==> config.mk <==
export PLATFORM = sky130hd
export DESIGN_NAME = svn_cell
export DESIGN_NICKNAME = d
export VERILOG_FILES = /design/src/svn_pkg.sv /design/src/svn_cell.sv
export SDC_FILE = /design/constraint.sdc
export NUM_CORES = 1
export LEC_CHECK = 0
export BUFFER_PORTS_ARGS = -buffer_cell sky130_fd_sc_hd__buf_4
export CORE_MARGIN = 2
export CORE_UTILIZATION = 42
export DETAILED_ROUTE_END_ITERATION = 8
export PLACE_DENSITY = 0.66
export SKIP_LAST_GASP = 1
export SLEW_MARGIN = 30
export SYNTH_ARGS = -nofsm -noshare
export SYNTH_HDL_FRONTEND = slang
export SYNTH_SLANG_ARGS = --single-unit
==> constraint.sdc <==
create_clock -name clk -period 4.1 [get_ports clk]
set_input_delay 0.82 -clock clk [delete_from_list [all_inputs] [get_ports clk]]
set_output_delay 0.82 -clock clk [all_outputs]
set_load 0.02 [all_outputs]
==> src/svn_pkg.sv <==
`default_nettype none
// ----------------------------------------------------------------------------
// svn_pkg: shared types and constants of the smoothed value-noise unit
// Field widths, hash multipliers and the records passed between stages.
// ----------------------------------------------------------------------------
package svn_pkg;

  localparam int COORD_W  = 31;
  localparam int SEED_W   = 32;
  localparam int SHIFT_W  = 5;
  localparam int VAL_W    = 16;
  localparam int HASH_W   = 31;
  localparam int FRAC_W   = 16;
  localparam int WEIGHT_W = 18;
  localparam int CORNERS  = 4;

  localparam logic [HASH_W-1:0] HASH_X   = 31'd374761393;
  localparam logic [HASH_W-1:0] HASH_Z   = 31'd668265263;
  localparam logic [HASH_W-1:0] HASH_S   = 31'd1103515245;
  localparam logic [HASH_W-1:0] HASH_MIX = 31'd1274126177;

  typedef logic [VAL_W-1:0]    val_t;
  typedef logic [WEIGHT_W-1:0] weight_t;
  typedef val_t [CORNERS-1:0]  corner_t;

  // Lattice cell and fraction of one request, with the low bits of the seed only.
  typedef struct packed {
    logic [HASH_W-1:0] gx;
    logic [HASH_W-1:0] gz;
    logic [FRAC_W-1:0] ux;
    logic [FRAC_W-1:0] uz;
    logic [HASH_W-1:0] seed;
  } cell_t;

endpackage
`default_nettype wire

==> src/svn_cell.sv <==
`default_nettype none
// ----------------------------------------------------------------------------
// svn_cell: lattice cell and fraction stage
// Floors both coordinates by the cell size and scales the fractions to Q16.
// ----------------------------------------------------------------------------
module svn_cell (
  input  logic                               clk,
  input  logic                               en,
  input  logic signed [svn_pkg::COORD_W-1:0] coord_x,
  input  logic signed [svn_pkg::COORD_W-1:0] coord_z,
  input  logic signed [svn_pkg::SEED_W-1:0]  noise_seed,
  input  logic        [svn_pkg::SHIFT_W-1:0] cell_shift,
  output svn_pkg::cell_t                     cell_r
);

  logic signed [svn_pkg::COORD_W-1:0] gx;
  logic signed [svn_pkg::COORD_W-1:0] gz;
  logic        [svn_pkg::COORD_W-1:0] frac_mask;
  logic        [svn_pkg::COORD_W-1:0] fx;
  logic        [svn_pkg::COORD_W-1:0] fz;
  svn_pkg::cell_t                     cell_nxt;

  // An arithmetic shift floors towards minus infinity, so the remainder is
  // simply the low bits of the coordinate.
  assign gx        = coord_x >>> cell_shift;
  assign gz        = coord_z >>> cell_shift;
  assign frac_mask = ~({svn_pkg::COORD_W{1'b1}} << cell_shift);
  assign fx        = coord_x & frac_mask;
  assign fz        = coord_z & frac_mask;

  always_comb begin
    cell_nxt.gx   = gx;
    cell_nxt.gz   = gz;
    cell_nxt.ux   = svn_pkg::FRAC_W'({fx, {svn_pkg::FRAC_W{1'b0}}} >> cell_shift);
    cell_nxt.uz   = svn_pkg::FRAC_W'({fz, {svn_pkg::FRAC_W{1'b0}}} >> cell_shift);
    cell_nxt.seed = noise_seed[svn_pkg::HASH_W-1:0];
  end

  always_ff @(posedge clk) begin
    if (en) begin
      cell_r <= cell_nxt;
    end
  end

endmodule
`default_nettype wire

==> metrics.txt <==
Worst EP arrival 3.05 ns; status completed; worst slew pin tran 0.973 ns; CTS max path bufs 2; Pleak 4.46 nW; Place WS 0.810 ns; DRT Wirelength 27.3 mm; P&R area growth vs syn 27.8%; diode count 0; share of cells above drive strength 1 0.374; Post-Synth Adder-Cell Area 0; CP Buf/Inv Count 3; fmax 343 MHz; Critical Path RT 4.23 ns; initial core utilization 0.429; Final nets 1073; internal power 2.97 mW; largest net degree at the start of global routing 126; die area 0.0219 mm²; GP Congestion 0.942; synthesized cell area 0.00872 mm²; vias in the first global route 6882; Largest register FFs 125; gr ovfl total 0; Final Util 0.549; clock network power share 0.338; post-synthesis mux area share 0.268; worst vdd ir 0.284 mV; Flop pwr share 0.378; antenna-violating nets left 0; FF+latch count, synth 125; Syn Inst Count 777; max cap viols 0; wire length on met3 2.86 mm; Vias/cell 6.01; setup TNS 0 ns; DRT iter0 DRCs 893; Period Utilization, post-route 0.712; Power Dens Cells 383 mW/mm²; Hold WS 0.586 ns; RSZ-0062 raised after global routing false; Slew HR 0.344; met2 wire len 11.6 mm; final setup vio count 0; dpl cells 1223; Top reg by flops cell_r; DRC viols 0; Switching Share 0.304; Chip Width 148 µm; register area share after synthesis 0.431; biggest regs cell_r (125); vias 7541; critical path class input pin to flop; setup ws final 1.18 ns; M1 WL 12.4 mm; main combinational cell family by area after synthesis multiplexers; Worst-path clk slew 0.06 ns; Avg Cell Area, Syn 11.2 µm²; Die H 148 µm; slowest CP cell buf_4; Mapped Nets 878; Crit. End Element flop; Psw 1.30 mW; uppermost layer routed met4; Sink Count 125; CTS H-tree lvls 4; Finished Layout Cells 1255; Comb pwr share 0.284; type of origin of the critical path input pin; crit-path cells buf_4 > buf_12 > buf_4 > mux4_2 > mux2i_1 > nand2_1 > o21ai_0 > mux2i_1; Synth Area in Compound Gates 0.169; Ys Warns 0; Post-synth EDFFs 125; post-CTS setup buffers 0; root buf cell clkbuf_16; CTS tree yes; FFs w/ async S/R, synth 0; I/O Buffers 224; CP max stage delay 0.58 ns; Post-Synth Simple-Gate Area 0.0884; Ports 226; Rows 52; GRT Total Usage 0.243; antenna violations before repair 0; Top FF cell, synth edfxtp_1; PostCTS Resize Cnt 0; Core ar. 0.0203 mm²; final-report hold violation count 0; HP Class input pin to flop; Final min period 2.92 ns; drt first pass iters 5; Routed wire per std cell 21.7 µm; hpwl dp 20.4 mm; hold_buf cts 0; CP max FO 56; Num CTS Buffers 17; Synth Area in XOR/XNOR 0; delay-heaviest family, CP buffers and inverters; global-route wire length before repair 40.8 mm; Unique masters post-synth 59; Slew Limit Fails 0
cells in the mapped netlist, drive strengths merged (8+ instances only):
| cell | instances | area, µm² |
|---|---|---|
| o21ai | 66 | 330 |
| nor2 | 50 | 188 |
| a21oi | 38 | 190 |
| buf | 41 | 250 |
| o211ai | 13 | 97.6 |
| nand2b | 12 | 75.1 |
| clkbuf | 30 | 113 |
| o22ai | 14 | 87.6 |
| o221ai | 11 | 96.3 |
| a31oi | 8 | 50.1 |
| a21o | 10 | 75.1 |
| mux4 | 42 | 946 |
| and2 | 13 | 81.3 |
| nand2 | 76 | 285 |
| a211oi | 9 | 67.6 |
| edfxtp | 125 | 3750 |
| mux2i | 90 | 901 |
| mux2 | 43 | 488 |
power by group through the flow:
stage	Clock (mW)	Sequential, mW	Combinational, mW
floorplan	0	1.81	0.518
global placement	0	1.64	1.19
detailed placement	0	1.64	1.19
CTS	1.46	1.61	1.20
global route	1.53	1.62	1.28
finish	1.44	1.61	1.21
cells in the final DEF (no fill, tap or decap), types with 8 or more instances in the layout:
| master | Yosys | routed |
|---|---|---|
| a21oi_1 | 38 | 38 |
| o22ai_1 | 14 | 14 |
| clkbuf_16 | 0 | 17 |
| nand2b_1 | 12 | 12 |
| o21ai_0 | 66 | 66 |
| and2_1 | 12 | 12 |
| a31oi_1 | 8 | 8 |
| o211ai_1 | 13 | 13 |
| buf_4 | 8 | 245 |
| mux4_2 | 42 | 42 |
| a21o_1 | 10 | 10 |
| nor2_1 | 50 | 50 |
| edfxtp_1 | 125 | 125 |
| o221ai_1 | 11 | 11 |
| nand2_1 | 76 | 76 |
| mux2i_1 | 90 | 90 |
| mux2_2 | 42 | 42 |
| a211oi_1 | 9 | 9 |
stage by stage:
stage / power [mW] / cell area (µm²)
2_1_floorplan: 2.32 / 8720
3_3_place_gp: 2.83 / 10600
3_5_place_dp: 2.83 / 10600
4_1_cts: 4.27 / 11100
5_1_grt: 4.43 / 11100
6_report: 4.26 / 11100
kinds of logic after synthesis:
group	Yosys count
buf+inv	78
flops	125
compound gates	223
simple gates	176
mux	175
cell type report:
class,instances,area [µm²]
fillers,1865,9160
multi-input cells,574,4570
flip-flops and latches,125,3750
repair buffers,247,1880
clock buffers,18,429
well taps,270,338
clock inverters,14,143
inverters,7,26.3
metal layers:
metal / global-route usage / vias to the layer above
li1: - / 3446
met1: 0.383 / 3603
met2: 0.344 / 459
met3: 0.0433 / 33
met4: 0.0643 / 0
met5: 0 / -
final timing paths:
| check | from | to | slack (ns) | depth (start not counted) |
|---|---|---|---|---|
| setup / recovery | cell_shift[1] | cell_r[64] | 1.18 | 8 |
| hold / removal | noise_seed[22] | cell_r[22] | 0.59 | 1 |
Power figures use the tool's default switching activity.
