<file path="src/svn_pkg.sv">
`default_nettype none
// ----------------------------------------------------------------------------
// svn_pkg: shared types and constants of the smoothed value-noise unit
// Field widths, hash multipliers and the records passed between stages.
// ----------------------------------------------------------------------------
package svn_pkg;

  localparam int COORD_W  = 31;
  localparam int SEED_W   = 32;
  localparam int SHIFT_W  = 5;
  localparam int VAL_W    = 16;
  localparam int HASH_W   = 31;
  localparam int FRAC_W   = 16;
  localparam int WEIGHT_W = 18;
  localparam int CORNERS  = 4;

  localparam logic [HASH_W-1:0] HASH_X   = 31'd374761393;
  localparam logic [HASH_W-1:0] HASH_Z   = 31'd668265263;
  localparam logic [HASH_W-1:0] HASH_S   = 31'd1103515245;
  localparam logic [HASH_W-1:0] HASH_MIX = 31'd1274126177;

  typedef logic [VAL_W-1:0]    val_t;
  typedef logic [WEIGHT_W-1:0] weight_t;
  typedef val_t [CORNERS-1:0]  corner_t;

  // Lattice cell and fraction of one request, with the low bits of the seed only.
  typedef struct packed {
    logic [HASH_W-1:0] gx;
    logic [HASH_W-1:0] gz;
    logic [FRAC_W-1:0] ux;
    logic [FRAC_W-1:0] uz;
    logic [HASH_W-1:0] seed;
  } cell_t;

endpackage
`default_nettype wire

</file>
<file path="src/svn_weight.sv">
`default_nettype none
// ----------------------------------------------------------------------------
// svn_weight: smoothstep weight pipeline for both axes
// Four stages computing 3u^2 - 2u^3 in Q16 with truncating divisions.
// ----------------------------------------------------------------------------
module svn_weight (
  input  logic             clk,
  input  logic             en,
  input  svn_pkg::cell_t   lattice,
  output svn_pkg::weight_t tx_r,
  output svn_pkg::weight_t tz_r
);

  localparam int FW = svn_pkg::FRAC_W;

  logic [1:0][FW-1:0]   u_in;
  logic [1:0][2*FW-1:0] sq_r;
  logic [1:0][FW-1:0]   u_d2_r;
  logic [1:0][FW-1:0]   u2_r;
  logic [1:0][FW-1:0]   u_d3_r;
  logic [1:0][2*FW-1:0] u3p_nxt;
  logic [1:0][2*FW-1:0] u3p_r;
  logic [1:0][FW-1:0]   u2_d4_r;
  logic [1:0][svn_pkg::WEIGHT_W-1:0] w_nxt;

  assign u_in = {lattice.uz, lattice.ux};

  always_comb begin
    for (int k = 0; k < 2; k++) begin
      u3p_nxt[k] = u2_r[k] * u_d3_r[k];
      // u3 never exceeds u2, so the weight stays non-negative.
      w_nxt[k] = svn_pkg::WEIGHT_W'({u2_d4_r[k], 1'b0}) + svn_pkg::WEIGHT_W'(u2_d4_r[k])
               - svn_pkg::WEIGHT_W'({u3p_r[k][2*FW-1:FW], 1'b0});
    end
  end

  always_ff @(posedge clk) begin
    if (en) begin
      for (int k = 0; k < 2; k++) begin
        sq_r[k]    <= u_in[k] * u_in[k];
        u_d2_r[k]  <= u_in[k];
        u2_r[k]    <= sq_r[k][2*FW-1:FW];
        u_d3_r[k]  <= u_d2_r[k];
        u3p_r[k]   <= u3p_nxt[k];
        u2_d4_r[k] <= u2_r[k];
      end
      tx_r <= w_nxt[0];
      tz_r <= w_nxt[1];
    end
  end

endmodule
`default_nettype wire

</file>
<file path="config.mk">
export PLATFORM = sky130hd
export DESIGN_NAME = svn_weight
export DESIGN_NICKNAME = d
export VERILOG_FILES = /design/src/svn_pkg.sv /design/src/svn_weight.sv
export SDC_FILE = /design/constraint.sdc
export NUM_CORES = 2
export LEC_CHECK = 0
export ABC_AREA = 1
export BUFFER_PORTS_ARGS = -buffer_cell sky130_fd_sc_hd__buf_4
export CAP_MARGIN = 30
export CORE_MARGIN = 2
export CORE_UTILIZATION = 35
export CTS_BUF_LIST = sky130_fd_sc_hd__clkbuf_16
export CTS_CLUSTER_DIAMETER = 30
export DETAILED_ROUTE_END_ITERATION = 12
export HOLD_SLACK_MARGIN = 0.1
export SLEW_MARGIN = 10
export SYNTH_ARGS = -nofsm -noshare
export SYNTH_HDL_FRONTEND = slang
export SYNTH_SLANG_ARGS = --single-unit
</file>
<file path="constraint.sdc">
create_clock -name clk -period 7.65 [get_ports clk]
set_input_delay 1.53 -clock clk [delete_from_list [all_inputs] [get_ports clk]]
set_output_delay 1.53 -clock clk [all_outputs]
set_load 0.01 [all_outputs]
</file>
==> out/metrics.yaml <==
floorplan:
  boundaryPins: 163
  die-area_mm2: 0.125
  rows: 128
  die_w_um: 354
  design.core.area_mm2: 0.122
  die_h_um: 354
  start_util: 0.353
synthesis:
  syn_nets: 6617
  syn_area_mm2: 0.0429
  synth_top_family_by_area: "adder cells"
  synth_fa_ha_area_frac: 0.472
  synth-seq-area-share: 0.160
  synth-seq-cells: 228
  syn_inst: 5317
  synthMuxAreaShare: 0
  ys_types: 32
  synth_compound_area_frac: 0.0346
  synth-xor-area-share: 0.0127
  syn_area_per_cell_um2: 8.07
  synthSimpleGateAreaFrac: 0.165
  ys_warn_count: 0
placement:
  place_congestion: 0.914
  dp_hpwl_mm: 79.7
  port_buffers: 69
sta:
  post-route-period-util: 0.820
  fin_worst_skew_ps: 12.1
  setup_viol: 0
  post-route-min-period_ps: 6270
  rsz0062_at_grt: "no"
  worst_slew_pin_slew_ps: 1090
  maxSlewViolCount: 0
  finalHoldViolCount: 0
  setup_tns_ps: 0
  slew_headroom: 0.276
  fmax_mhz: 159
final_layout:
  mostFrequentLayoutCells: "1,610 x inv_1, 1,392 x nand2_1, 740 x fa_1, 433 x ha_1, 228 x edfxtp_1"
  layout_commonest_cell: "inv_1"
  register_area_mm2: 0.00685
  nets: 6564
  syn_to_final_growth_pct: 8.34
  multi_input_area_mm2: 0.0294
  fillerInstances: 12600
  drive_above_1_share: 0.0321
setup_path:
  rr_startpoint: "u2_r[11]"
  critPathKind: "in -> reg"
  cp_data_required_time_ps: 7960
  cp-start-kind: "input pin"
  critPathCaptureType: "register"
  critPathArrivalTime_ps: 6580
  r2r_end: "u3p_r[28]"
  r2r_cells: 18
  cp_max_fo: 18
  r2r_slack_ps: 1480
grt:
  antenna_found_initial: 8
  grt_usage: 0.158
  grt_pass1_wl_mm: 164
  grt_max_degree: 157
  overflow: 0
  grt_pass1_vias: 33200
clocking:
  h-tree-depth: 2
  cts_hold_buffers: 0
  cts_tree: "yes"
  clk_pin_slew_ps: 50
  cts_made_buffers: 46
  root_buffer: "clkbuf_16"
  ctsResizeCount: 0
  cts_setup_buffers: 0
  clock_latency_ps: 560
  clockBufferDepth: 3
  clock-sinks: 228
worst_hold_path:
  hold_end: "u_d3_r[29]"
  hp-class: "reg -> reg"
  min_from: "u_d2_r[29]"
  min_path_cells: 0
drt:
  vias: 31400
  wl_per_cell_um: 13.7
  viasPerCell: 4.53
  ant_nets: 0
  dr.pass1.iters: 5
  drt_iter0_drc: 1690
  drt-total-wl_mm: 95.2
  route.detailed.drc: 0
status:
  status: "complete, no violations"
job:
  drv_cap: 0
==> worst max-delay path, cell delays in order <==
cell and delay [ps]:
buf_4 210, nand2_1 140, inv_1 70, fa_1 540, inv_1 60, fa_1 530, inv_1 60, fa_1 500
inv_1 50, fa_1 530, inv_1 50, fa_1 470, inv_1 50, fa_1 470, inv_1 40, ha_1 290
nand2_1 90, o21ai_0 310, inv_1 110, nand3_1 130, nand3_1 150, nand3_1 120, nand2_1 60
==> sequential cells by signal (all words and copies together), names as in the netlist <==
signal / flops
sq_r: 34
tx_r: 18
tz_r: 18
u2_d4_r: 32
u2_r: 32
u3p_r: 32
u_d2_r: 30
u_d3_r: 32
==> how the worst max path moves through the flow <==
stage / startpoint / end / depth (start not counted)
after floorplan: lattice[44] / sq_r[52] / 19
after global placement: lattice[39] / sq_r[61] / 25
after detailed placement: lattice[39] / sq_r[61] / 25
after CTS: lattice[39] / sq_r[61] / 25
after global routing: lattice[39] / sq_r[61] / 25
final: lattice[39] / sq_r[60] / 23
==> metrics by stage <==
stage / instance area [um2] / worst slack [ps] / hold slack [ps] / cells / utilization
6_report: 46500 / 1380 / 407 / 6930 / 0.382
4_1_cts: 46500 / 1420 / 409 / 6926 / 0.382
3_3_place_gp: 44900 / 845 / 400 / 6841 / 0.369
3_5_place_dp: 44900 / 832 / 405 / 6841 / 0.369
2_1_floorplan: 42900 / 1080 / 400 / 5317 / -
5_1_grt: 46500 / 1030 / 407 / 6929 / 0.382
==> cells in the mapped netlist <==
library cell / instances / area (um2)
nand3b_1: 6 / 45.0
a21oi_1: 162 / 811
nor4_1: 2 / 12.5
nand3_1: 136 / 681
a31oi_1: 1 / 6.26
ha_1: 433 / 5420
o21ai_2: 1 / 8.76
o31ai_1: 2 / 15.0
nand2_2: 7 / 43.8
clkbuf_1: 173 / 649
buf_1: 1 / 3.75
nand4_1: 25 / 156
nor2_1: 185 / 694
buf_4: 2 / 15.0
edfxtp_1: 228 / 6850
nand2_1: 1392 / 5230
inv_1: 1607 / 6030
o21bai_1: 23 / 173
nor3b_2: 1 / 12.5
nor3_1: 25 / 125
a31o_2: 2 / 17.5
xnor2_1: 21 / 184
a21o_1: 7 / 52.6
nor3b_1: 1 / 7.51
o21a_1: 1 / 7.51
o21ai_1: 2 / 10.0
or2_2: 5 / 31.3
o21ai_0: 77 / 385
xor2_1: 41 / 359
and2_1: 5 / 31.3
nor2_4: 3 / 33.8
fa_1: 740 / 14800
==> cells by family (layout without fill, tap and decap cells) <==
logic type	after synthesis	after routing
AOI/OAI and AO/OA	278	278
xor gates and xnor gates	62	62
adders and majority gates	1173	1173
DFF	228	228
and+or+nand+nor	1793	1793
other	0	4
buffers and inverters	1783	1767
==> layer usage <==
metal / up-vias / wire (um) / global-route usage / part of all wire
met5: - / 20 / 0 / 0.00021
li1: 15400 / - / - / -
met4: 4 / 1720 / 0.0339 / 0.018
met3: 111 / 4360 / 0.0163 / 0.046
met1: 15300 / 43600 / 0.214 / 0.46
met2: 584 / 45500 / 0.273 / 0.48
==> area by class of cell <==
class                   instances  area share
well taps                    1625      0.0437
repair buffers                 75      0.0125
clock buffers                  47      0.0253
inverters                    1607       0.130
flip-flops and latches        228       0.147
diodes                          4    0.000215
multi-input cells            3306       0.632
clock inverters                38     0.00958
Power is not shown: default switching activity piles up to over one toggle a cycle in this logic, so the estimate is an artifact.
