$ cat src/svn_pkg.sv
`default_nettype none
// ----------------------------------------------------------------------------
// svn_pkg: shared types and constants of the smoothed value-noise unit
// Field widths, hash multipliers and the records passed between stages.
// ----------------------------------------------------------------------------
package svn_pkg;

  localparam int COORD_W  = 31;
  localparam int SEED_W   = 32;
  localparam int SHIFT_W  = 5;
  localparam int VAL_W    = 16;
  localparam int HASH_W   = 31;
  localparam int FRAC_W   = 16;
  localparam int WEIGHT_W = 18;
  localparam int CORNERS  = 4;

  localparam logic [HASH_W-1:0] HASH_X   = 31'd374761393;
  localparam logic [HASH_W-1:0] HASH_Z   = 31'd668265263;
  localparam logic [HASH_W-1:0] HASH_S   = 31'd1103515245;
  localparam logic [HASH_W-1:0] HASH_MIX = 31'd1274126177;

  typedef logic [VAL_W-1:0]    val_t;
  typedef logic [WEIGHT_W-1:0] weight_t;
  typedef val_t [CORNERS-1:0]  corner_t;

  // Lattice cell and fraction of one request, with the low bits of the seed only.
  typedef struct packed {
    logic [HASH_W-1:0] gx;
    logic [HASH_W-1:0] gz;
    logic [FRAC_W-1:0] ux;
    logic [FRAC_W-1:0] uz;
    logic [HASH_W-1:0] seed;
  } cell_t;

endpackage
`default_nettype wire

$ cat src/svn_lerp.sv
`default_nettype none
// ----------------------------------------------------------------------------
// svn_lerp: bilinear blend pipeline
// Four stages: edge products, edge values, vertical product, final sum.
// ----------------------------------------------------------------------------
module svn_lerp (
  input  logic              clk,
  input  logic              en,
  input  svn_pkg::corner_t  corner,
  input  svn_pkg::weight_t  tx,
  input  svn_pkg::weight_t  tz,
  output svn_pkg::val_t     noise_r
);

  localparam int VW = svn_pkg::VAL_W;
  localparam int WW = svn_pkg::WEIGHT_W;
  localparam int PW = 40;
  localparam int QW = PW - 16;
  localparam int EW = 20;

  // Divide a product by 65536, truncating towards zero.
  function automatic logic signed [QW-1:0] q16_trunc(input logic signed [PW-1:0] p);
    logic signed [PW-1:0] adj;
    adj = p + (p[PW-1] ? 40'sd65535 : 40'sd0);
    return adj[PW-1:16];
  endfunction

  logic signed [VW:0]      d_top;
  logic signed [VW:0]      d_bot;
  logic signed [VW+WW:0]   p_top_r;
  logic signed [VW+WW:0]   p_bot_r;
  svn_pkg::val_t           v00_r;
  svn_pkg::val_t           v01_r;
  svn_pkg::weight_t        tz_d6_r;
  logic signed [EW-1:0]    top_nxt;
  logic signed [EW-1:0]    bot_nxt;
  logic signed [EW-1:0]    top_r;
  logic signed [EW-1:0]    bot_r;
  svn_pkg::weight_t        tz_d7_r;
  logic signed [EW:0]      d_vert;
  logic signed [EW+WW+1:0] p_vert;
  logic signed [EW+WW+1:0] p_vert_r;
  logic signed [EW-1:0]    top_d8_r;
  logic signed [QW-1:0]    q_vert;

  assign d_top = signed'({1'b0, corner[1]}) - signed'({1'b0, corner[0]});
  assign d_bot = signed'({1'b0, corner[3]}) - signed'({1'b0, corner[2]});

  assign top_nxt = EW'(signed'({8'h00, v00_r}) + q16_trunc(PW'(p_top_r)));
  assign bot_nxt = EW'(signed'({8'h00, v01_r}) + q16_trunc(PW'(p_bot_r)));

  assign d_vert = (EW+1)'(bot_r) - (EW+1)'(top_r);
  assign p_vert = d_vert * signed'({1'b0, tz_d7_r});
  assign q_vert = q16_trunc(PW'(p_vert_r));

  always_ff @(posedge clk) begin
    if (en) begin
      p_top_r  <= d_top * signed'({1'b0, tx});
      p_bot_r  <= d_bot * signed'({1'b0, tx});
      v00_r    <= corner[0];
      v01_r    <= corner[2];
      tz_d6_r  <= tz;
      top_r    <= top_nxt;
      bot_r    <= bot_nxt;
      tz_d7_r  <= tz_d6_r;
      p_vert_r <= p_vert;
      top_d8_r <= top_r;
      // An overshooting weight wraps here, as only the low bits are kept.
      noise_r  <= top_d8_r[VW-1:0] + q_vert[VW-1:0];
    end
  end

endmodule
`default_nettype wire
$ cat config.mk
export PLATFORM = sky130hd
export DESIGN_NAME = svn_lerp
export DESIGN_NICKNAME = d
export VERILOG_FILES = /design/src/svn_pkg.sv /design/src/svn_lerp.sv
export SDC_FILE = /design/constraint.sdc
export NUM_CORES = 2
export LEC_CHECK = 0
export BUFFER_PORTS_ARGS = -buffer_cell sky130_fd_sc_hd__buf_4
export CAP_MARGIN = 10
export CORE_UTILIZATION = 40
export DETAILED_ROUTE_END_ITERATION = 10
export PLACE_DENSITY = 0.58
export SYNTH_ARGS = -nofsm -noshare
export SYNTH_HDL_FRONTEND = slang
export SYNTH_SLANG_ARGS = --single-unit
$ cat constraint.sdc
create_clock -name clk -period 24.9 [get_ports clk]
set_input_delay 6.225 -clock clk [delete_from_list [all_inputs] [get_ports clk]]
set_output_delay 6.225 -clock clk [all_outputs]
set_load 0.02 [all_outputs]
==> results.md <==
Clock network:
- Counting the buffers created by CTS gives 29.
- The tree is rooted in a sky130_fd_sc_hd__clkbuf_16.
- In this run the post-CTS setup repair buffer count came out at 0.
- Clock-pin slew was measured on the worst setup and hold paths at 0.07 ns.
- The clock drives 243 sinks.
- The buffer levels on the longest clock path is 3.
- The TritonCTS clock tree is built.
- The H-tree level count is 1.
- The number of gates resized after cts is 0.
- The clock insertion delay at the later pin of the skew report is 0.63 ns.
- For this design, the CTS-stage hold fixing added 0 buffers.

Place:
- The half-perimeter wire length after detailed placement is 100500 um.
- The count of buffers added on input and output ports is 117.
- The final estimated routing congestion in global placement is 0.9013.
- Timing analysis after detailed placement gives a worst setup slack of 9.625 ns.

Routing:
- The total vias in the final route is 35800.
- In this run the remaining antenna-violating nets after routing total 0.
- For this block, the routed nets add up to 127900 um of wire.
- For this run, design rule violations remaining after detail routing come to 0.
- The average wire per standard cell is 18.35 um.
- The via-per-instance ratio is 5.137.
- The number of DRC violations after detailed-routing iteration 0 is 2224.
- The first detailed-routing pass ran for 6 iterations.

Timing:
- The number of setup violations in the final report is 0.
- The transition time at the pin with the least slew margin is 1.203 ns.
- Across the routed clock network, the largest skew measured is 0.03473 ns.
- The setup slack of the critical path after layout is 10.13 ns.
- The final worst-path cycle share is 0.5931.
- Setup repair after global routing left no endpoint under its margin.
- The worst max-slew margin expressed relative to the limit is 0.1970.
- Setup total negative slack on the finished layout was measured at 0 ns.
- The count of final max-slew check failures is 0.
- The final number of hold-violating endpoints is 0.
- The top achievable clock speed is 0.06772 GHz.
- The smallest clock period supported by the final layout is computed as 14.77 ns.

Critical path:
- The worst setup path is launched from a primary input.
- For the worst setup path, the data required time is 25.25 ns.
- The top fanout value on the critical path is 27.
- The worst setup path is captured at a flop.
- For the worst setup path, the data arrival time is 15.12 ns.
- The number of cell instances on the worst register-to-register path is 25.
- The critical path in this run is classified as in2reg.

Yosys:
- The average instance in the mapped netlist occupies 9.318 sq um.
- The number of instances in the synthesized netlist is 5312.
- Of all cell types, the one taking the most synthesized area is sky130_fd_sc_hd__fa_1.
- In this run, distinct cell masters in the synthesized netlist total 79.
- The total of warnings raised by yosys is 0.
- The share of synthesized area in the top cell type comes to 0.3470.
- Sorting the synthesized cells by area gives the leading types as sky130_fd_sc_hd__fa_1 35%, sky130_fd_sc_hd__edfxtp_1 15%, sky130_fd_sc_hd__ha_1 13%, sky130_fd_sc_hd__inv_1 8.7%, sky130_fd_sc_hd__nand2_1 4.6%.
- Synthesis inferred 243 register bits.
- The share of synthesized flip-flops with an asynchronous set or reset is 0.
- The share of the Yosys chip area taken by registers is 0.1474.
- The cell area that synthesis handed to floorplanning was 0.04950 sq mm.
- The synthesized design contains 243 enable-type register cells.
- Among all flip-flop cells after synthesis, the most frequent one is sky130_fd_sc_hd__edfxtp_1.
- The post-synthesis net count is 6775.

GRT:
- The largest net degree at the start of global routing is 107.
- The via count of the first global-routing pass is 37230.
- The global-route wire length before repair is 207900 um.
- For this run, the total global-route usage over all layers was measured as 0.2098.
- The number of antenna violations at the first check in global routing is 8.
- For this run the aggregate overflow at the end of global routing stands at 0.

Cells and area:
- The fraction of final layout cells sized beyond drive strength 1 is 0.05299.
- Fill cells in the final layout number 11930.
- The final layout contains 6782 nets.
- The area added between synthesis and finish is 7.363%.

Floorplan:
- The total number of placement rows is 128.
- The floorplan step defined a die boundary enclosing 0.1252 sq mm.
- From left edge to right edge, the die measures 353.8 um.
- During I/O placement, the number of pins put on the boundary was 118.
- The initial utilization of the core area, before any placement, comes to 0.4051.
- The core region area is 0.1222 sq mm.
- The die outline height is 353.8 um.

Run:
- The number of violations of the max-capacitance limit is 0.

Run status:
- The flow ran to the end, and the final reports show no timing, DRC or antenna violations.

Min path:
- The number of instances on the worst hold path is 0.
- The tightest min-delay check is of the reg2reg type.
state kept, by name, indices dropped and copies added (netlist names):
name / cells
p_bot_r: 35
p_top_r: 35
p_vert_r: 33
bot_r: 20
top_r: 20
tz_d6_r: 18
tz_d7_r: 18
noise_r: 16
top_d8_r: 16
v00_r: 16
v01_r: 16
cells by family after synthesis:
logic type	share of synthesized area
XOR/XNOR	0.04264
adder cells (fa/ha/maj)	0.4746
AND/OR/NAND/NOR	0.1531
buffers and inverters	0.1029
flip-flops	0.1474
AO/OA/AOI/OAI	0.07937
through the flow:
step                      hold slack (ns)  cells  utilization  area (sq um)
after floorplan                    0.4003   5312            -         49500
after global routing               0.4150   6967       0.4349         53140
after detailed placement           0.4052   6913       0.4270         52180
after global placement             0.4015   6913       0.4270         52180
final                              0.4092   6969       0.4349         53140
after CTS                          0.4044   6966       0.4348         53140
metal layers:
| metal | track usage | wire length (um) | part of all wire |
|---|---|---|---|
| met5 | 0 | 0 | 0 |
| met4 | 0.04121 | 2290 | 0.018 |
| met3 | 0.02253 | 7130 | 0.056 |
| met2 | 0.3518 | 60850 | 0.48 |
| met1 | 0.2935 | 57580 | 0.45 |
worst max-delay path: stages:
cell,delay (ns)
sky130_fd_sc_hd__buf_4,0.13
sky130_fd_sc_hd__inv_1,0.05
sky130_fd_sc_hd__ha_1,0.28
sky130_fd_sc_hd__a21o_1,0.17
sky130_fd_sc_hd__a21oi_1,0.46
sky130_fd_sc_hd__o21bai_1,0.38
sky130_fd_sc_hd__a31o_2,0.38
sky130_fd_sc_hd__a211oi_2,0.31
sky130_fd_sc_hd__nor3_2,0.18
sky130_fd_sc_hd__nor2_2,0.96
sky130_fd_sc_hd__o311ai_0,0.39
sky130_fd_sc_hd__fa_1,0.61
sky130_fd_sc_hd__fa_1,0.42
sky130_fd_sc_hd__fa_1,0.51
sky130_fd_sc_hd__fa_1,0.43
sky130_fd_sc_hd__fa_1,0.49
sky130_fd_sc_hd__inv_1,0.05
sky130_fd_sc_hd__fa_1,0.47
sky130_fd_sc_hd__inv_1,0.04
sky130_fd_sc_hd__ha_1,0.35
sky130_fd_sc_hd__nand2_1,0.10
sky130_fd_sc_hd__or2_2,0.31
sky130_fd_sc_hd__nor4_1,0.58
sky130_fd_sc_hd__o311ai_1,0.18
sky130_fd_sc_hd__nand3_1,0.18
sky130_fd_sc_hd__o21ai_0,0.16
sky130_fd_sc_hd__o21ai_0,0.21
sky130_fd_sc_hd__xor2_1,0.09
cell type report:
class                           count  area [sq um]  area share
Antenna cell                        3         7.507   0.0001413
Clock buffer                       32         737.0     0.01387
Clock inverter                     21         217.7    0.004097
Inverter                         1145          4298     0.08087
Multi-Input combinational cell   3716         37160      0.6993
Sequential cell                   243          7297      0.1373
Tap cell                         1625          2033     0.03826
Timing Repair Buffer              184          1389     0.02613
cells in the mapped netlist (all sizes together), types with 56 or more instances:
cell type and count:
xor2 64, nor2b 113, and2 311, nor3 56, clkbuf 194, nor2 141
nand3 101, ha 503, inv 1145, fa 858, nand2 607, o21ai 103
edfxtp 243, xnor2 177, a21oi 139
final timing paths:
| kind | startpoint | to | slack, ns |
|---|---|---|---|
| setup / recovery | corner[33] | p_bot_r[33] | 10.13 |
| hold / removal | tz_d6_r[16] | tz_d7_r[16] | 0.41 |
| setup reg to reg | top_r[0] | p_vert_r[39] | 14.72 |
| hold reg to reg | tz_d6_r[16] | tz_d7_r[16] | 0.41 |
layout by cell type, fill, tap and decap left out, types with 12 or more instances in the layout:
cell type / count
sky130_fd_sc_hd__a211oi_1: 12
sky130_fd_sc_hd__a21o_1: 53
sky130_fd_sc_hd__a21oi_1: 138
sky130_fd_sc_hd__a311oi_1: 12
sky130_fd_sc_hd__a31o_2: 19
sky130_fd_sc_hd__a31oi_1: 33
sky130_fd_sc_hd__and2_1: 311
sky130_fd_sc_hd__and3_1: 46
sky130_fd_sc_hd__buf_4: 183
sky130_fd_sc_hd__clkbuf_16: 29
sky130_fd_sc_hd__edfxtp_1: 243
sky130_fd_sc_hd__fa_1: 858
sky130_fd_sc_hd__ha_1: 503
sky130_fd_sc_hd__inv_1: 1145
sky130_fd_sc_hd__nand2_1: 607
sky130_fd_sc_hd__nand2b_1: 54
sky130_fd_sc_hd__nand3_1: 101
sky130_fd_sc_hd__nand3b_1: 15
sky130_fd_sc_hd__nand4_1: 14
sky130_fd_sc_hd__nor2_1: 139
sky130_fd_sc_hd__nor2b_1: 113
sky130_fd_sc_hd__nor3_1: 54
sky130_fd_sc_hd__nor4_1: 20
sky130_fd_sc_hd__o2111ai_1: 13
sky130_fd_sc_hd__o21a_1: 29
sky130_fd_sc_hd__o21ai_0: 101
sky130_fd_sc_hd__o21bai_1: 16
sky130_fd_sc_hd__o22ai_1: 21
sky130_fd_sc_hd__o311ai_0: 20
sky130_fd_sc_hd__or2_2: 14
sky130_fd_sc_hd__or3_1: 22
sky130_fd_sc_hd__xnor2_1: 173
sky130_fd_sc_hd__xor2_1: 63
Power is left out: the tool's default activity adds up to more than one toggle a clock period on the data nets, which glitch-free logic cannot reach.
