<file path="src/svn_pkg.sv">
`default_nettype none
// ----------------------------------------------------------------------------
// svn_pkg: shared types and constants of the smoothed value-noise unit
// Field widths, hash multipliers and the records passed between stages.
// ----------------------------------------------------------------------------
package svn_pkg;

  localparam int COORD_W  = 31;
  localparam int SEED_W   = 32;
  localparam int SHIFT_W  = 5;
  localparam int VAL_W    = 16;
  localparam int HASH_W   = 31;
  localparam int FRAC_W   = 16;
  localparam int WEIGHT_W = 18;
  localparam int CORNERS  = 4;

  localparam logic [HASH_W-1:0] HASH_X   = 31'd374761393;
  localparam logic [HASH_W-1:0] HASH_Z   = 31'd668265263;
  localparam logic [HASH_W-1:0] HASH_S   = 31'd1103515245;
  localparam logic [HASH_W-1:0] HASH_MIX = 31'd1274126177;

  typedef logic [VAL_W-1:0]    val_t;
  typedef logic [WEIGHT_W-1:0] weight_t;
  typedef val_t [CORNERS-1:0]  corner_t;

  // Lattice cell and fraction of one request, with the low bits of the seed only.
  typedef struct packed {
    logic [HASH_W-1:0] gx;
    logic [HASH_W-1:0] gz;
    logic [FRAC_W-1:0] ux;
    logic [FRAC_W-1:0] uz;
    logic [HASH_W-1:0] seed;
  } cell_t;

endpackage
`default_nettype wire

</file>
<file path="src/svn_hash.sv">
`default_nettype none
// ----------------------------------------------------------------------------
// svn_hash: four-corner lattice hash pipeline
// Four stages: products, corner mix, final multiply, fold to 16 bits.
// ----------------------------------------------------------------------------
module svn_hash (
  input  logic             clk,
  input  logic             en,
  input  svn_pkg::cell_t   lattice,
  output svn_pkg::corner_t corner_r
);

  localparam int HW = svn_pkg::HASH_W;

  logic [2*HW-1:0] a_prod;
  logic [2*HW-1:0] b_prod;
  logic [2*HW-1:0] s_prod;
  logic [HW-1:0]   a_r;
  logic [HW-1:0]   b_r;
  logic [HW-1:0]   s_r;
  logic [HW-1:0]   a1;
  logic [HW-1:0]   b1;
  logic [svn_pkg::CORNERS-1:0][HW-1:0] n_mix;
  logic [svn_pkg::CORNERS-1:0][HW-1:0] pre_nxt;
  logic [svn_pkg::CORNERS-1:0][HW-1:0] pre_r;
  logic [svn_pkg::CORNERS-1:0][2*HW-1:0] m_prod;
  logic [svn_pkg::CORNERS-1:0][HW-1:0] mix_nxt;
  logic [svn_pkg::CORNERS-1:0][HW-1:0] mix_r;
  svn_pkg::corner_t corner_nxt;

  // Only the low 31 bits of each 62-bit product are kept.
  assign a_prod = lattice.gx * svn_pkg::HASH_X;
  assign b_prod = lattice.gz * svn_pkg::HASH_Z;
  assign s_prod = lattice.seed * svn_pkg::HASH_S;

  // The neighbour one cell on is the same product plus the multiplier.
  assign a1 = a_r + svn_pkg::HASH_X;
  assign b1 = b_r + svn_pkg::HASH_Z;

  always_comb begin
    n_mix[0] = a_r ^ b_r ^ s_r;
    n_mix[1] = a1  ^ b_r ^ s_r;
    n_mix[2] = a_r ^ b1  ^ s_r;
    n_mix[3] = a1  ^ b1  ^ s_r;
    for (int k = 0; k < svn_pkg::CORNERS; k++) begin
      pre_nxt[k]    = n_mix[k] ^ (n_mix[k] >> 13);
      m_prod[k]     = pre_r[k] * svn_pkg::HASH_MIX;
      mix_nxt[k]    = m_prod[k][HW-1:0];
      corner_nxt[k] = mix_r[k][svn_pkg::VAL_W-1:0] ^ {1'b0, mix_r[k][HW-1:svn_pkg::VAL_W]};
    end
  end

  always_ff @(posedge clk) begin
    if (en) begin
      a_r      <= a_prod[HW-1:0];
      b_r      <= b_prod[HW-1:0];
      s_r      <= s_prod[HW-1:0];
      pre_r    <= pre_nxt;
      mix_r    <= mix_nxt;
      corner_r <= corner_nxt;
    end
  end

endmodule
`default_nettype wire

</file>
<file path="config.mk">
export PLATFORM = sky130hd
export DESIGN_NAME = svn_hash
export DESIGN_NICKNAME = d
export VERILOG_FILES = /design/src/svn_pkg.sv /design/src/svn_hash.sv
export SDC_FILE = /design/constraint.sdc
export NUM_CORES = 2
export LEC_CHECK = 0
export BUFFER_PORTS_ARGS = -buffer_cell sky130_fd_sc_hd__buf_2
export CELL_PAD_IN_SITES_DETAIL_PLACEMENT = 1
export CELL_PAD_IN_SITES_GLOBAL_PLACEMENT = 2
export CORE_ASPECT_RATIO = 1.25
export CORE_MARGIN = 5
export CORE_UTILIZATION = 48
export DETAILED_ROUTE_END_ITERATION = 6
export PLACE_DENSITY_LB_ADDON = 0.1
export SKIP_LAST_GASP = 1
export SYNTH_ARGS = -nofsm -noshare
export SYNTH_HDL_FRONTEND = slang
export SYNTH_SLANG_ARGS = --single-unit
export TNS_END_PERCENT = 1
</file>
<file path="constraint.sdc">
create_clock -name clk -period 22 [get_ports clk]
set_input_delay 4.4 -clock clk [delete_from_list [all_inputs] [get_ports clk]]
set_output_delay 4.4 -clock clk [all_outputs]
set_load 0.02 [all_outputs]
</file>
==> key figures <==
Synth
  • Cell Area, Synth: around 70000 um2
  • Share of the synthesized area in the top cell type: 0.368
  • Top cell type by total area after synthesis: sky130_fd_sc_hd__fa_1
  • EDFF count, synth: just over 400
  • Main area contributors after synthesis: sky130_fd_sc_hd__fa_1 (37%), sky130_fd_sc_hd__ha_1 (20%), sky130_fd_sc_hd__edfxtp_1 (17%), sky130_fd_sc_hd__inv_1 (11%), sky130_fd_sc_hd__xnor2_1 (5.6%)
  • Synthesis warning total: 0
  • Prevailing post-synth register cell: sky130_fd_sc_hd__edfxtp_1
  • Distinct cell type count after synthesis: 74
  • Cells after synthesis: 6291
  • Post-synthesis area per instance: about 11 um2
  • Number of synthesized register bits: between 400 and 500
  • Part of the Yosys area used for sequential elements: 0.174
  • Net count after synthesis: approximately 8800
  • Post-synthesis async set-or-reset flop share: 0

Timing
  • Worst Max-Slew Pin Slew: 1.05 ns
  • Timing-limited maximum frequency: just over 90 MHz
  • Worst hold slack across all endpoints: about 0.43 ns
  • Number of pins with negative max-slew slack in the final report: 0
  • Clock Skews: 0.0566 ns
  • Number of endpoints with negative hold slack in the final report: 0
  • Setup repair after global routing missed its margin: false
  • Remaining max-slew budget at the tightest pin: 0.303
  • Setup Viol. Count Final: 0
  • Period Utilization, post-route: 0.497
  • Final min period: around 11 ns
  • Sum Neg Setup Slack: 0 ns

Critical path
  • Dominant cell type by count on the critical path: sky130_fd_sc_hd__fa_1
  • Data required, critical path: between 20 and 25 ns
  • Data arrival time of the critical path: 11.31 ns
  • Category of the critical setup timing path: in -> reg
  • Crit Reg-Reg Startpoint: pre_r[5]
  • Reg-to-reg setup timing slack: between 10 and 15 ns
  • Kind of capture point of the worst setup path: register
  • Total buffers and inverters traversed by the critical path: 5
  • CP max stage cell: sky130_fd_sc_hd__o21ai_0
  • Cell count of the worst reg-to-reg path: 21
  • Series of cell instances along the critical path: buf_2 -> ha_1 -> fa_1 -> inv_1 -> fa_1 -> inv_1 -> fa_1 -> ha_1 -> ha_1 -> fa_1 -> inv_1 -> fa_1 -> inv_1 -> ha_1 -> nand4_1 -> a211oi_1 -> a221oi_1 -> o21ai_0 -> a31oi_1 -> o21ai_0 -> a311oi_1 -> xnor2_1
  • Crit path largest cell delay: about 0.70 ns
  • Cell family with the largest share of critical-path delay: adder cells
  • Launching element type of the critical path: primary input
  • Capture instance of the worst register-to-register path: mix_r[30]
  • Critical-path maximum fanout: 12

Finish
  • Fraction of layout instances using a drive strength above 1: 0.0418
  • Total number of nets in the final design: 9047
  • Number of fill cells: 15686
  • Commonest non-fill, non-tap cell in the layout: sky130_fd_sc_hd__inv_1
  • Commonest cells after routing, fill and taps aside: sky130_fd_sc_hd__inv_1 (2094), sky130_fd_sc_hd__fa_1 (1287), sky130_fd_sc_hd__ha_1 (1131)
  • Area Overhead vs Synth: 6.60%

Min path
  • Hold EP: corner_r[15]
  • Worst min path class: reg -> reg
  • Min-Delay Path Depth: 0
  • Startpoint of the lowest-slack hold path: mix_r[15]

Placed design
  • Post-DP HPWL: 160 mm
  • Weighted congestion at the end of routability-driven global placement: 0.923
  • Input/output buffers: between 150 and 200

Clocking
  • H-tree depth: 2
  • TritonCTS clock tree: done
  • Inserted Clock Buffers: 43
  • Worst-skew pair later-pin latency: between 0.6 and 0.7 ns
  • Setup Buffers After CTS: 0
  • Quantity of hold-fixing buffers added after cts: 0
  • CTS Root Cell: sky130_fd_sc_hd__clkbuf_16
  • Clk slew on worst S/H paths: ~0.060 ns
  • Clock buffer depth: 3
  • Cells resized by post-CTS repair: 0
  • Sinks on the clock net: between 400 and 500

GRT
  • Initial antenna violation count: 4
  • Number of global-route vias before repair: 49801
  • GRT overflow: 0
  • GRT met3 Usage: 0.0107
  • Met2 track demand over resource: 0.466
  • First-pass GRT wire length: between 200 and 300 mm
  • Global-route total usage across every layer: 0.241
  • GR met1 Demand/Resource: 0.295
  • Top Usage Layer GRT: met2
  • Maximum number of pins on one net before global-route repair: 85

Detailed routing
  • Via density per instance: roughly 5
  • Average wire length per cell after detail routing: 21.1 um
  • Detailed router's first-iteration violation count: approximately 1400
  • Total wire length after detailed routing: 178 mm
  • Number of iterations in the first detailed-routing pass: 5
  • Detailed-route via count: ~42000
  • Remaining design rule violation count: 0
  • Antenna Nets Post-Route: 0

Die
  • Horizontal die dimension: roughly 350 um
  • Row count: around 160
  • Effective utilization at floorplan: 0.483
  • Die footprint: 154000 um2
  • Placeable core region: approximately 140000 um2
  • Die Span Y: 437 um
  • Total I/O pin count: 191

Job
  • Max Cap Violations: 0

Status
  • Status: finished clean
-- cells by family after synthesis --
family                   count (synthesis)  share of synthesized area
adder cells (fa/ha/maj)               2418                      0.570
XOR/XNOR                               637                     0.0802
AO/OA/AOI/OAI                          416                     0.0408
AND/OR/NAND/NOR                        317                     0.0225
flip-flops                             405                      0.174
buffers and inverters                 2097                      0.112
multiplexers                             1                   0.000143
-- state kept, by name, indices dropped and copies added (netlist names) --
signal    flops
mix_r       124
pre_r       124
corner_r     64
a_r          31
b_r          31
s_r          31
-- per-stage QoR --
stage / area [um2] / instances / setup slack, ns / utilization
CTS: 74600 / 8430 / 11.17 / 0.515
global route: 74600 / 8431 / 10.85 / 0.515
finish: 74600 / 8433 / 11.07 / 0.515
detailed placement: 73200 / 8353 / 10.52 / 0.506
floorplan: 70000 / 6291 / 11.55 / -
global placement: 73200 / 8353 / 10.56 / 0.506
-- synth_stat cells (4+ instances only) --
| library cell | count |
|---|---|
| sky130_fd_sc_hd__inv_1 | 2094 |
| sky130_fd_sc_hd__fa_1 | 1287 |
| sky130_fd_sc_hd__ha_1 | 1131 |
| sky130_fd_sc_hd__xnor2_1 | 445 |
| sky130_fd_sc_hd__edfxtp_1 | 405 |
| sky130_fd_sc_hd__xor2_1 | 188 |
| sky130_fd_sc_hd__a21oi_1 | 125 |
| sky130_fd_sc_hd__nor2_1 | 86 |
| sky130_fd_sc_hd__nand2_1 | 67 |
| sky130_fd_sc_hd__o21ai_0 | 60 |
| sky130_fd_sc_hd__a21o_1 | 48 |
| sky130_fd_sc_hd__nor3_1 | 28 |
| sky130_fd_sc_hd__nand3_1 | 27 |
| sky130_fd_sc_hd__a211oi_1 | 24 |
| sky130_fd_sc_hd__o21bai_1 | 21 |
| sky130_fd_sc_hd__and3_1 | 20 |
| sky130_fd_sc_hd__o21a_1 | 18 |
| sky130_fd_sc_hd__a31oi_1 | 13 |
| sky130_fd_sc_hd__nand2b_1 | 13 |
| sky130_fd_sc_hd__nand4_1 | 13 |
| sky130_fd_sc_hd__o211ai_1 | 13 |
| sky130_fd_sc_hd__or3_1 | 13 |
| sky130_fd_sc_hd__nor2b_1 | 11 |
| sky130_fd_sc_hd__or2_2 | 11 |
| sky130_fd_sc_hd__a21boi_0 | 9 |
| sky130_fd_sc_hd__and2_1 | 9 |
| sky130_fd_sc_hd__a211o_1 | 6 |
| sky130_fd_sc_hd__a311oi_1 | 6 |
| sky130_fd_sc_hd__a31o_2 | 6 |
| sky130_fd_sc_hd__o21ai_1 | 6 |
| sky130_fd_sc_hd__a311o_1 | 5 |
| sky130_fd_sc_hd__nor4_1 | 5 |
| sky130_fd_sc_hd__o31a_1 | 5 |
| sky130_fd_sc_hd__a2111o_1 | 4 |
| sky130_fd_sc_hd__a221oi_1 | 4 |
| sky130_fd_sc_hd__o22ai_1 | 4 |
| sky130_fd_sc_hd__or4_1 | 4 |
-- worst register-to-register path: stages (launching register included) --
cell and delay, ns:
sky130_fd_sc_hd__edfxtp_1 0.80, sky130_fd_sc_hd__fa_1 0.60, sky130_fd_sc_hd__fa_1 0.45, sky130_fd_sc_hd__fa_1 0.49, sky130_fd_sc_hd__inv_1 0.05, sky130_fd_sc_hd__fa_1 0.47
sky130_fd_sc_hd__inv_1 0.06, sky130_fd_sc_hd__fa_1 0.51, sky130_fd_sc_hd__inv_1 0.06, sky130_fd_sc_hd__fa_1 0.53, sky130_fd_sc_hd__inv_1 0.05, sky130_fd_sc_hd__fa_1 0.43
sky130_fd_sc_hd__ha_1 0.31, sky130_fd_sc_hd__ha_1 0.36, sky130_fd_sc_hd__nand2_1 0.09, sky130_fd_sc_hd__a211oi_1 0.40, sky130_fd_sc_hd__and3_1 0.25, sky130_fd_sc_hd__nor2_1 0.10
sky130_fd_sc_hd__a211o_1 0.32, sky130_fd_sc_hd__a21oi_1 0.25, sky130_fd_sc_hd__o21ai_0 0.13, sky130_fd_sc_hd__a2bb2oi_1 0.47
-- metal layers --
layer	routed length, um	share of wire
met5	0	0
met3	3060	0.017
met4	4670	0.026
met1	71500	0.40
met2	98800	0.55
-- how the worst max path moves through the flow --
stage / startpoint / to / slack, ns / cells past startpoint
global route: lattice[63] / b_r[30] / 10.85 / 22
floorplan: lattice[6] / s_r[29] / 11.55 / 23
global placement: lattice[0] / s_r[29] / 10.56 / 22
finish: lattice[63] / b_r[30] / 11.07 / 22
CTS: lattice[0] / s_r[29] / 11.17 / 22
detailed placement: lattice[0] / s_r[29] / 10.52 / 22
-- cell type report --
type                            count  area, um2  area share
Clock inverter                     26        260     0.00349
Timing Repair Buffer              169        883      0.0118
Sequential cell                   405      12200       0.163
Inverter                         2094       7860       0.105
Multi-Input combinational cell   3789      50000       0.670
Antenna cell                        3       7.51    0.000101
Clock buffer                       51       1110      0.0148
Tap cell                         1896       2370      0.0318
Power is left out: the tool's default activity adds up to more than one toggle a clock period on the data nets, which glitch-free logic cannot reach.
